File: config.mk
export PLATFORM = sky130hd
export DESIGN_NAME = i2c_master_byte_engine
export DESIGN_NICKNAME = d
export VERILOG_FILES = /design/src/rtl/i2cm_pkg.sv /design/src/rtl/i2cm_core.sv /design/src/rtl/i2c_master_byte_engine.sv
export SDC_FILE = /design/constraint.sdc
export NUM_CORES = 1
export LEC_CHECK = 0
export CAP_MARGIN = 20
export CORE_AREA = 4 4 151 153
export DETAILED_ROUTE_END_ITERATION = 10
export DIE_AREA = 0 0 155 157
export DONT_BUFFER_PORTS = 1
export PLACE_DENSITY_LB_ADDON = 0.05
export SYNTH_ARGS = -nofsm -noshare
export SYNTH_HDL_FRONTEND = slang
export SYNTH_HIERARCHICAL = 1
export SYNTH_SLANG_ARGS = --single-unit
File: constraint.sdc
create_clock -name clk -period 5.7 [get_ports clk]
set_input_delay 0 -clock clk [delete_from_list [all_inputs] [get_ports clk]]
set_output_delay 0 -clock clk [all_outputs]
set_load 0.05 [all_outputs]
File: src/rtl/i2cm_pkg.sv
package i2cm_pkg;

  // Command codes carried by each input item
  typedef enum logic [2:0] {
    CMD_NONE      = 3'd0,
    CMD_START     = 3'd1,
    CMD_STOP      = 3'd2,
    CMD_WRITE     = 3'd3,
    CMD_READ_ACK  = 3'd4,
    CMD_READ_NACK = 3'd5
  } cmd_t;

  localparam int TICK_W      = 16;
  localparam int CFG_W       = 16;
  localparam int BYTE_BITS   = 8;
  localparam int PHASE_W     = 5;
  localparam int COND_PHASES = 3;
  localparam int BYTE_PHASES = 19;

  localparam logic [CFG_W-1:0] TPP_RESET = CFG_W'(5);
  localparam logic [31:0] TICK_MAX = 32'((64'd1 << TICK_W) - 64'd1);

  // Byte-phase landmarks: data phases end before 2*BYTE_BITS, ACK high phase at 2*BYTE_BITS+1
  localparam logic [PHASE_W-1:0] DATA_PHASES = PHASE_W'(2 * BYTE_BITS);
  localparam logic [PHASE_W-1:0] ACK_PHASE   = PHASE_W'(2 * BYTE_BITS + 1);

  // One result item
  typedef struct packed {
    logic                 scl;
    logic                 sda_out;
    logic                 busy;
    logic                 done;
    logic                 ack;
    logic [BYTE_BITS-1:0] rx;
  } res_t;

  // Phase length: zero acts as one, saturate at the tick counter range
  function automatic logic [TICK_W-1:0] phase_len(input logic [CFG_W-1:0] tpp);
    logic [31:0] len;
    len = 32'(tpp);
    if (len == 32'd0) len = 32'd1;
    if (len > TICK_MAX) len = TICK_MAX;
    return len[TICK_W-1:0];
  endfunction

endpackage

File: src/rtl/i2cm_core.sv
module i2cm_core (
  input  logic                                clk,
  input  logic                                rst,
  input  logic                                step,
  input  logic [2:0]                          cmd,
  input  logic [i2cm_pkg::BYTE_BITS-1:0]      tx_byte,
  input  logic                                sda_in,
  input  logic                                cfg_we,
  input  logic [i2cm_pkg::CFG_W-1:0]          cfg_wdata,
  output i2cm_pkg::res_t                      res
);

  logic [i2cm_pkg::CFG_W-1:0]     ticks_per_phase;
  logic [i2cm_pkg::PHASE_W-1:0]   phase_step, phase_step_next;
  logic [i2cm_pkg::TICK_W-1:0]    tick_count, tick_count_next;
  i2cm_pkg::cmd_t                 active_cmd, active_cmd_next;
  logic [i2cm_pkg::BYTE_BITS-1:0] shift_reg, shift_reg_next;
  logic [i2cm_pkg::BYTE_BITS-1:0] rx_shift, rx_shift_next;
  logic                           scl_level, scl_level_next;
  logic                           sda_level, sda_level_next;
  logic                           ack_flag, ack_flag_next;
  logic                           done_next;

  logic [i2cm_pkg::PHASE_W-1:0]   k;
  logic [i2cm_pkg::PHASE_W-1:0]   total;
  logic [i2cm_pkg::TICK_W-1:0]    tick_inc;
  logic                           scl_ph, sda_ph, sample;
  logic                           cmd_ok;

  assign cmd_ok = (cmd >= i2cm_pkg::CMD_START) && (cmd <= i2cm_pkg::CMD_READ_NACK);

  // Load a new command when idle, then run this tick's phase
  always_comb begin
    phase_step_next = phase_step;
    tick_count_next = tick_count;
    active_cmd_next = active_cmd;
    shift_reg_next  = shift_reg;
    rx_shift_next   = rx_shift;
    scl_level_next  = scl_level;
    sda_level_next  = sda_level;
    ack_flag_next   = ack_flag;
    done_next       = 1'b0;
    scl_ph          = 1'b1;
    sda_ph          = 1'b1;
    sample          = 1'b0;
    k               = '0;
    total           = i2cm_pkg::PHASE_W'(i2cm_pkg::BYTE_PHASES);
    tick_inc        = '0;

    if (phase_step == '0 && cmd_ok) begin
      active_cmd_next = i2cm_pkg::cmd_t'(cmd);
      phase_step_next = i2cm_pkg::PHASE_W'(1);
      tick_count_next = '0;
      shift_reg_next  = tx_byte;
      if (cmd == i2cm_pkg::CMD_WRITE) ack_flag_next = 1'b0;
      if (cmd == i2cm_pkg::CMD_READ_ACK || cmd == i2cm_pkg::CMD_READ_NACK) begin
        rx_shift_next = '0;
      end
    end

    if (phase_step_next != '0) begin
      k = phase_step_next - i2cm_pkg::PHASE_W'(1);
      unique case (active_cmd_next)
        i2cm_pkg::CMD_START: begin
          scl_ph = (k < i2cm_pkg::PHASE_W'(2));
          sda_ph = (k == '0);
          total  = i2cm_pkg::PHASE_W'(i2cm_pkg::COND_PHASES);
        end
        i2cm_pkg::CMD_STOP: begin
          scl_ph = (k != '0);
          sda_ph = (k == i2cm_pkg::PHASE_W'(2));
          total  = i2cm_pkg::PHASE_W'(i2cm_pkg::COND_PHASES);
        end
        i2cm_pkg::CMD_WRITE: begin
          if (k < i2cm_pkg::DATA_PHASES) begin
            scl_ph = k[0];
            sda_ph = shift_reg_next[i2cm_pkg::BYTE_BITS-1];
          end else begin
            scl_ph = (k == i2cm_pkg::ACK_PHASE);
            sample = (k == i2cm_pkg::ACK_PHASE);
          end
        end
        default: begin
          if (k < i2cm_pkg::DATA_PHASES) begin
            scl_ph = k[0];
            sample = k[0];
          end else begin
            scl_ph = (k == i2cm_pkg::ACK_PHASE);
            sda_ph = (active_cmd_next != i2cm_pkg::CMD_READ_ACK);
          end
        end
      endcase

      scl_level_next = scl_ph;
      sda_level_next = sda_ph;
      tick_inc       = tick_count_next + i2cm_pkg::TICK_W'(1);
      tick_count_next = tick_inc;

      // Advance to the next phase at the end of this one
      if (tick_inc >= i2cm_pkg::phase_len(ticks_per_phase)) begin
        tick_count_next = '0;
        if (active_cmd_next == i2cm_pkg::CMD_WRITE) begin
          if (sample) ack_flag_next = !sda_in;
          if (k < i2cm_pkg::DATA_PHASES && k[0]) begin
            shift_reg_next = {shift_reg_next[i2cm_pkg::BYTE_BITS-2:0], 1'b0};
          end
        end else if (sample) begin
          rx_shift_next = {rx_shift_next[i2cm_pkg::BYTE_BITS-2:0], sda_in};
        end
        if (phase_step_next >= total) begin
          phase_step_next = '0;
          active_cmd_next = i2cm_pkg::CMD_NONE;
          done_next       = 1'b1;
        end else begin
          phase_step_next = phase_step_next + i2cm_pkg::PHASE_W'(1);
        end
      end
    end
  end

  // Hold the phase length register
  always_ff @(posedge clk) begin
    if (rst) begin
      ticks_per_phase <= i2cm_pkg::TPP_RESET;
    end else if (cfg_we) begin
      ticks_per_phase <= cfg_wdata;
    end
  end

  // Commit sequencer state once per accepted item
  always_ff @(posedge clk) begin
    if (rst) begin
      phase_step <= '0;
      tick_count <= '0;
      active_cmd <= i2cm_pkg::CMD_NONE;
      shift_reg  <= '0;
      rx_shift   <= '0;
      scl_level  <= 1'b1;
      sda_level  <= 1'b1;
      ack_flag   <= 1'b0;
    end else if (step) begin
      phase_step <= phase_step_next;
      tick_count <= tick_count_next;
      active_cmd <= active_cmd_next;
      shift_reg  <= shift_reg_next;
      rx_shift   <= rx_shift_next;
      scl_level  <= scl_level_next;
      sda_level  <= sda_level_next;
      ack_flag   <= ack_flag_next;
    end
  end

  assign res.scl     = scl_level_next;
  assign res.sda_out = sda_level_next;
  assign res.busy    = (phase_step_next != '0);
  assign res.done    = done_next;
  assign res.ack     = ack_flag_next;
  assign res.rx      = rx_shift_next;

endmodule

File: src/rtl/i2c_master_byte_engine.sv
// I2C master byte engine: every input item is one bus tick carrying a command and the
// sampled SDA level, and every item yields exactly one result item with the SCL/SDA
// drive, busy, done, ACK and received byte after that tick. One item is accepted per
// clock cycle while in_ready is high: the sequencer update is a single registered pass,
// and a two-entry output buffer (result register plus skid register) lets one more item
// be accepted while the result side stalls; in_ready drops only while both entries are full.
// Bus speed is set by ticks_per_phase (0 behaves as 1), written through cfg_we.
module i2c_master_byte_engine (
  input  logic                           clk,
  input  logic                           rst,
  input  logic                           in_valid,
  output logic                           in_ready,
  input  logic [2:0]                     cmd,
  input  logic [i2cm_pkg::BYTE_BITS-1:0] tx_byte,
  input  logic                           sda_in,
  output logic                           out_valid,
  input  logic                           out_ready,
  output logic                           scl,
  output logic                           sda_out,
  output logic                           busy_res,
  output logic                           done_res,
  output logic                           ack_seen,
  output logic [i2cm_pkg::BYTE_BITS-1:0] rx_byte,
  input  logic                           cfg_we,
  input  logic [i2cm_pkg::CFG_W-1:0]     cfg_wdata
);

  i2cm_pkg::res_t res, out_reg, skid_reg;
  logic           skid_valid;
  logic           in_fire;

  assign in_ready = !skid_valid;
  assign in_fire  = in_valid && in_ready;

  i2cm_core u_core (
    .clk       (clk),
    .rst       (rst),
    .step      (in_fire),
    .cmd       (cmd),
    .tx_byte   (tx_byte),
    .sda_in    (sda_in),
    .cfg_we    (cfg_we),
    .cfg_wdata (cfg_wdata),
    .res       (res)
  );

  // Move results through the output register and skid register
  always_ff @(posedge clk) begin
    if (rst) begin
      out_valid  <= 1'b0;
      skid_valid <= 1'b0;
    end else if (out_ready || !out_valid) begin
      if (skid_valid) begin
        out_valid  <= 1'b1;
        skid_valid <= in_fire;
      end else begin
        out_valid  <= in_fire;
      end
    end else if (in_fire) begin
      skid_valid <= 1'b1;
    end
  end

  // Payload paths need no reset
  always_ff @(posedge clk) begin
    if (out_ready || !out_valid) begin
      if (skid_valid) begin
        out_reg <= skid_reg;
        if (in_fire) skid_reg <= res;
      end else if (in_fire) begin
        out_reg <= res;
      end
    end else if (in_fire) begin
      skid_reg <= res;
    end
  end

  assign scl      = out_reg.scl;
  assign sda_out  = out_reg.sda_out;
  assign busy_res = out_reg.busy;
  assign done_res = out_reg.done;
  assign ack_seen = out_reg.ack;
  assign rx_byte  = out_reg.rx;

endmodule

==> results of run 1 <==
[routing by layer]
metal,vias up,GRT usage,part of all wire
li1,2175,-,-
met1,2091,0.157,0.44
met2,92,0.231,0.50
met3,15,0.0242,0.041
met4,0,0.0446,0.016
met5,-,0,0
[per-stage QoR]
stage | area [um2] | std cells | util | power, mW | hold slack, ns
final | 6150 | 888 | 0.285 | 1.67 | 0.0174
after global routing | 6150 | 888 | 0.285 | 1.76 | 0.0235
after CTS | 6150 | 888 | 0.285 | 1.71 | 0.00870
after detailed placement | 5310 | 824 | 0.246 | 0.940 | 0.0769
after global placement | 5300 | 823 | 0.246 | 0.941 | 0.0751
after floorplan | 5110 | 577 | - | 0.888 | 0.0691
[synth_stat cells (3+ instances only)]
master | n | share of area
a311oi_1 | 4 | 0.0069
o211ai_1 | 3 | 0.0044
o21ai_0 | 21 | 0.021
nand4_1 | 11 | 0.013
a21o_1 | 4 | 0.0059
a32oi_1 | 10 | 0.017
nor3_1 | 12 | 0.012
o31ai_1 | 4 | 0.0059
dfxtp_1 | 61 | 0.24
a32o_1 | 5 | 0.0098
ha_1 | 21 | 0.051
nand3_1 | 30 | 0.029
nor2_1 | 61 | 0.045
mux2_2 | 6 | 0.013
inv_1 | 28 | 0.021
mux2i_1 | 18 | 0.035
xor2_1 | 9 | 0.015
xnor2_1 | 4 | 0.0069
and3_1 | 4 | 0.0049
buf_6 | 3 | 0.0066
o22ai_1 | 7 | 0.0086
and2_1 | 6 | 0.0074
or3_1 | 3 | 0.0037
a41o_1 | 4 | 0.0078
o32ai_1 | 3 | 0.0051
buf_2 | 9 | 0.0088
clkbuf_1 | 22 | 0.016
a22o_1 | 3 | 0.0051
a31oi_1 | 8 | 0.0098
nor4_1 | 10 | 0.012
a21oi_1 | 30 | 0.029
buf_4 | 4 | 0.0059
edfxtp_1 | 26 | 0.15
mux2_4 | 7 | 0.021
nand2_1 | 63 | 0.046
[cell families after synthesis]
group                      after synthesis
and+or+nand+nor                        225
AOI/OAI and AO/OA                      132
DFF                                     87
buffers and inverters                   68
muxes                                   31
adders and majority gates               21
xor gates and xnor gates                13
[worst min-delay path by stage]
stage,startpoint,end,cells after the start
global placement,rst,out_valid,1
floorplan,rst,out_valid,1
detailed placement,rst,out_valid,1
CTS,cmd[2],u_core/sda_level,3
global route,in_valid,skid_reg[11],1
finish,cmd[2],u_core/sda_level,3
[worst reg2reg max path: cells and delay by family (launching register included)]
| kind | cells | cell delay (ns) |
|---|---|---|
| AOI/OAI and AO/OA | 4 | 0.92 |
| and+or+nand+nor | 9 | 1.86 |
| adders and majority gates | 2 | 0.55 |
| DFF | 1 | 0.62 |
| buffers and inverters | 2 | 0.93 |
[power by group through the flow]
stage	Combinational [mW]	Sequential [mW]	Clock, mW
after floorplan	0.169	0.719	0
after global placement	0.215	0.726	0
after detailed placement	0.214	0.727	0
after CTS	0.254	0.712	0.745
after global routing	0.280	0.715	0.765
final	0.251	0.712	0.710
[layout make-up]
cell class | instances | area [um2] | share of cell area
Timing Repair Buffer | 55 | 547 | 0.0889
Multi-Input combinational cell | 422 | 2790 | 0.454
Clock inverter | 7 | 126 | 0.0206
Sequential cell | 87 | 2000 | 0.326
Inverter | 28 | 105 | 0.0171
Tap cell | 280 | 350 | 0.0570
Clock buffer | 9 | 225 | 0.0366
[timing repair]
action | in CTS | in global routing
hold buffers | 48 | 0
hold endpoints to repair | 55 | 0
setup buffers | 0 | 0
==> reports/metrics.cfg, run 1 <==
[synth]
async_flop_share = 0
yosys_warnings = 6
yosys-mux-area-fraction = 0.0691
synth_cell_types = 77
synth_edf_count = 26
synth-xor-area-share = 0.0223
synthAdderAreaFrac = 0.0515
synthFlopType = dfxtp_1
syn-num-nets = 631
syn_area_per_cell_um2 = 8.85
synth_top_family_by_area = simple AND/OR/NAND/NOR gates
synth_cells = 577
syn_area_um2 = 5110
ys_ff_latch = 87
seq_area_frac_synth = 0.392
synth_compound_area_frac = 0.186
synth_simple_gate_area_frac = 0.216

[sta]
tightest_slew_ns = 0.854
rsz0062_at_grt = no
clock_skew_ns = 0.00670
fin_crit_sh = 0.867
drv_slew = 0
setup_viol = 0
period_needed_ns = 4.94
slew_headroom = 0.430
max_freq_mhz = 202
tns_ns = 0
hold_viol = 0
fin_ws_ns = 0.760

[worst_setup_path]
path_depth = 17
crit_chain = nor3_4 -> nand4_1 -> and2_1 -> ha_1 -> nand2_1 -> or3_1 -> or3_1 -> a21oi_1 -> ha_1 -> nand2_1 -> o21ai_0 -> nor3_1 -> a21o_1 -> buf_4 -> o21ai_0 -> nand3_1 -> dlygate4sd3_1
slowest_delay_ns = 0.62
critPathSlowestCell = dfxtp_1
cp-end-kind = flop
crit_start = u_core/phase_step[2]
worst_ep_arrival_time_ns = 5.24
r2r_cells = 17
reg2reg_from = u_core/phase_step[2]
path_buf_inv = 2
path_delay_family = simple AND/OR/NAND/NOR gates
setup.worst_path.class = flop to flop
crit_fanout = 22
cp-endpoint = u_core/shift_reg[5]
startpoint_type = flop
cp.required_ns = 6.00
r2r_slack_ns = 0.76
reg2reg_to = u_core/shift_reg[5]

[final_layout]
diodes = 0
area_growth_syn_to_layout_pct = 20.4
final_cell_mix = nand2_1, nor2_1, dfxtp_1
fill_cells = 2266
drive_above_1_share = 0.0970
nets = 657
layout_commonest_cell = nand2_1

[place]
place.gp.congestion = 0.770
preCtsSetupSlack_ns = 0.953
portBuffers = 0
dpl.hpwl_um = 10800

[power_and_ir_drop]
powerDensity_nw_per_um2 = 272
pwr-share-comb = 0.150
clockPowerShare = 0.424
p_int_mw = 1.20
p_sw_mw = 0.473
ir_worst_vdd_mv = 0.167
p_seq_frac = 0.426
switching_share = 0.283
p_leak_nw = 2.25

[floorplanning]
num_rows = 54
dieArea_um2 = 24300
die_w_um = 155
die_y_um = 157
start_util = 0.237
core_um2 = 21600
ios = 48

[clocking]
cts_root_buf = clkbuf_16
cts_tree = built
cts_max_level = 3
clock_latency_ns = 0.35
cts_buffers = 9
cts-resized-gates = 0
clock-sinks = 87
clockBufferDepth = 2
cts.clk_slew.worst_paths_ns = 0.07

[global_route]
grt_pass1_vias = 4464
antenna_found_initial = 0
grt_pass1_wl_um = 24700
grt_max_degree = 45
overflow = 0
track_usage = 0.130

[outcome]
outcome = finished, final reports clean

[worst_hold_path]
hp-class = input port to flop

[detailed_routing]
viasPerCell = 4.92
dr.pass1.iters = 4
drc = 0
via_count = 4373
drtIter0Drc = 244
wl_per_cell_um = 17.5
routed_wl_um = 15500
drtAntennaViolNets = 0

[flow_run]
cap_violations = 0

Power figures use the tool's default switching activity.
==> inputs of run 2 (changes only) <==
--- a/config.mk
+++ b/config.mk
@@ -5,10 +5,11 @@
 export SDC_FILE = /design/constraint.sdc
 export NUM_CORES = 1
 export LEC_CHECK = 0
+export ABC_AREA = 1
 export CAP_MARGIN = 20
-export CORE_AREA = 4 4 151 153
+export CORE_AREA = 4 4 154 156
 export DETAILED_ROUTE_END_ITERATION = 10
-export DIE_AREA = 0 0 155 157
+export DIE_AREA = 0 0 158 160
 export DONT_BUFFER_PORTS = 1
 export PLACE_DENSITY_LB_ADDON = 0.05
 export SYNTH_ARGS = -nofsm -noshare
==> run 2 against run 1 <==
  * Fmax down 3.9%
  * Clock skew down 0.00060 ns
  * Design area down 0.22%
  * Highest routed layer unchanged
  * Core utilization down 1.1 points
  * Worst setup slack worse by 0.20 ns
  * Count of clock-buffer cells in the layout unchanged
==> reports/metrics.cfg, run 2 <==
[outcome]
outcome = finished, final reports clean

[global_route]
track_usage = 0.121
overflow = 0
antenna_found_initial = 0
grt_pass1_vias = 4481
grt_max_degree = 59
grt_pass1_wl_um = 24100

[worst_setup_path]
slowest_delay_ns = 0.60
worst_ep_arrival_time_ns = 5.43
r2r_cells = 25
cp-end-kind = flop
critPathSlowestCell = nor2_2
r2r_slack_ns = 0.56
crit_fanout = 13
path_delay_family = simple AND/OR/NAND/NOR gates
cp.required_ns = 5.99
setup.worst_path.class = flop to flop
startpoint_type = flop
path_buf_inv = 5
reg2reg_from = u_core/phase_step[2]
reg2reg_to = u_core/tick_count[0]

[worst_hold_path]
hp-class = input port to flop
hold_end = u_core/shift_reg[5]
hold_start = tx_byte[5]
worstHoldPathCells = 4

[clocking]
clockBufferDepth = 2
cts.clk_slew.worst_paths_ns = 0.07
clock_latency_ns = 0.35
cts_root_buf = clkbuf_16
cts_buffers = 9
clock-sinks = 87
postCtsHoldBufs = 26
cts_setup_buffers = 0
cts_max_level = 3
cts_tree = built
cts-resized-gates = 0

[power_and_ir_drop]
p_seq_frac = 0.420
powerDensity_nw_per_um2 = 301
clockPowerShare = 0.330
switching_share = 0.357
pwr-share-comb = 0.250
p_sw_mw = 0.661
p_int_mw = 1.19
p_leak_nw = 2.77
total_power_mw = 1.85
ir_worst_vdd_mv = 0.152

[synth]
synth_common_cells = nand2_1, inv_1, a21oi_1
syn_area_per_cell_um2 = 7.18
async_flop_share = 0
synth_top_area_share = 0.230
post-synth-top-count-cell = nand2_1
ys_ff_latch = 87
seq_area_frac_synth = 0.376
synth_cell_types = 41
synthFlopType = dfxtp_1
syn-num-nets = 795
syn_area_um2 = 5320
yosys_warnings = 6
synth_cells = 741
synth_edf_count = 26
synth_top_area_cell = dfxtp_1
ys_top_cells_by_area = dfxtp_1, edfxtp_1, nand2_1

[detailed_routing]
drtIter0Drc = 215
wl_per_cell_um = 14.4
dr.pass1.iters = 4
routed_wl_um = 15000
drtAntennaViolNets = 0
viasPerCell = 4.47
via_count = 4670
drc = 0

[sta]
rsz0062_at_grt = no
slew_headroom = 0.283
setup_viol = 0
drv_slew = 0
clock_skew_ns = 0.00610
hold_ws_ns = 0.00744
hold_viol = 0
period_needed_ns = 5.14
fin_crit_sh = 0.902
tns_ns = 0
max_freq_mhz = 194
tightest_slew_ns = 1.07

[place]
place.gp.congestion = 0.807
dpl.hpwl_um = 10900
portBuffers = 0

[final_layout]
nets = 808
diodes = 0
area_growth_syn_to_layout_pct = 15.3
drive_above_1_share = 0.111
layout_commonest_cell = nand2_1
final_cell_mix = nand2_1, inv_1, a21oi_1
utilization = 0.274

[floorplanning]
die_w_um = 158
die_y_um = 160
dieArea_um2 = 25300
ios = 48
core_um2 = 22400
num_rows = 55
start_util = 0.238

[flow_run]
cap_violations = 0

==> run 2: changes by cell type after synthesis, sizes merged, moves of 10 or more <==
cell	previous run	this run
mux2	13	0
nand2	64	203
a21oi	30	63
inv	28	113
nand3	30	55
a32oi	10	0
nor2	61	50
o21ai	22	67
mux2i	18	5
==> run 2: stage by stage <==
| stage | instance area, um2 | instances | setup slack, ns |
|---|---|---|---|
| floorplan | 5320 | 741 | 1.71 |
| global placement | 5530 | 1000 | 1.10 |
| detailed placement | 5540 | 1001 | 0.909 |
| CTS | 6110 | 1043 | 0.460 |
| global route | 6130 | 1044 | 0.0504 |
| finish | 6130 | 1044 | 0.558 |
==> run 2: cell families after synthesis <==
logic type	share of synthesized area
buffers and inverters	0.113
multiplexers	0.00941
AND/OR/NAND/NOR	0.301
flip-flops	0.376
AO/OA/AOI/OAI	0.139
XOR/XNOR	0.0115
adder cells (fa/ha/maj)	0.0494
==> run 2: power by group through the flow <==
stage / combinational [mW] / sequential (mW) / clock (mW)
CTS: 0.470 / 0.777 / 0.640
finish: 0.463 / 0.776 / 0.610
global route: 0.533 / 0.784 / 0.659
floorplan: 0.353 / 0.783 / 0
detailed placement: 0.446 / 0.791 / 0
global placement: 0.448 / 0.791 / 0
==> run 2: worst max path at each step <==
| stage | startpoint | endpoint | slack (ns) | cells after the start |
|---|---|---|---|---|
| 2_1_floorplan | u_core/phase_step[2] | ack_seen | 1.71 | 30 |
| 3_3_place_gp | u_core/phase_step[2] | u_core/tick_count[0] | 1.10 | 24 |
| 3_5_place_dp | u_core/phase_step[2] | busy_res | 0.91 | 27 |
| 4_1_cts | u_core/phase_step[2] | u_core/tick_count[0] | 0.46 | 25 |
| 5_1_grt | u_core/phase_step[2] | u_core/tick_count[0] | 0.05 | 25 |
| 6_report | u_core/phase_step[2] | u_core/tick_count[0] | 0.56 | 25 |
==> run 2: metal layers <==
layer / vias to the layer above / track usage / part of all wire
met4: 0 / 0.0392 / 0.015
met2: 54 / 0.203 / 0.48
met5: - / 0 / 0
met1: 2170 / 0.160 / 0.48
li1: 2432 / - / -
met3: 14 / 0.0190 / 0.024
==> run 2: area by class of cell <==
type | count | area, um2
clock buffer | 9 | 225
clock inverter | 7 | 71.3
fill | 2452 | 16200
inverter | 113 | 427
multi-input combinational | 511 | 2710
sequential | 87 | 2000
tap | 285 | 357
timing repair buffer | 32 | 339
==> run 2: worst min-delay path, cell delays in order <==
cell	delay, ns
mux2i_1	0.06
nand2_1	0.07
nand3_1	0.07
a21oi_1	0.12
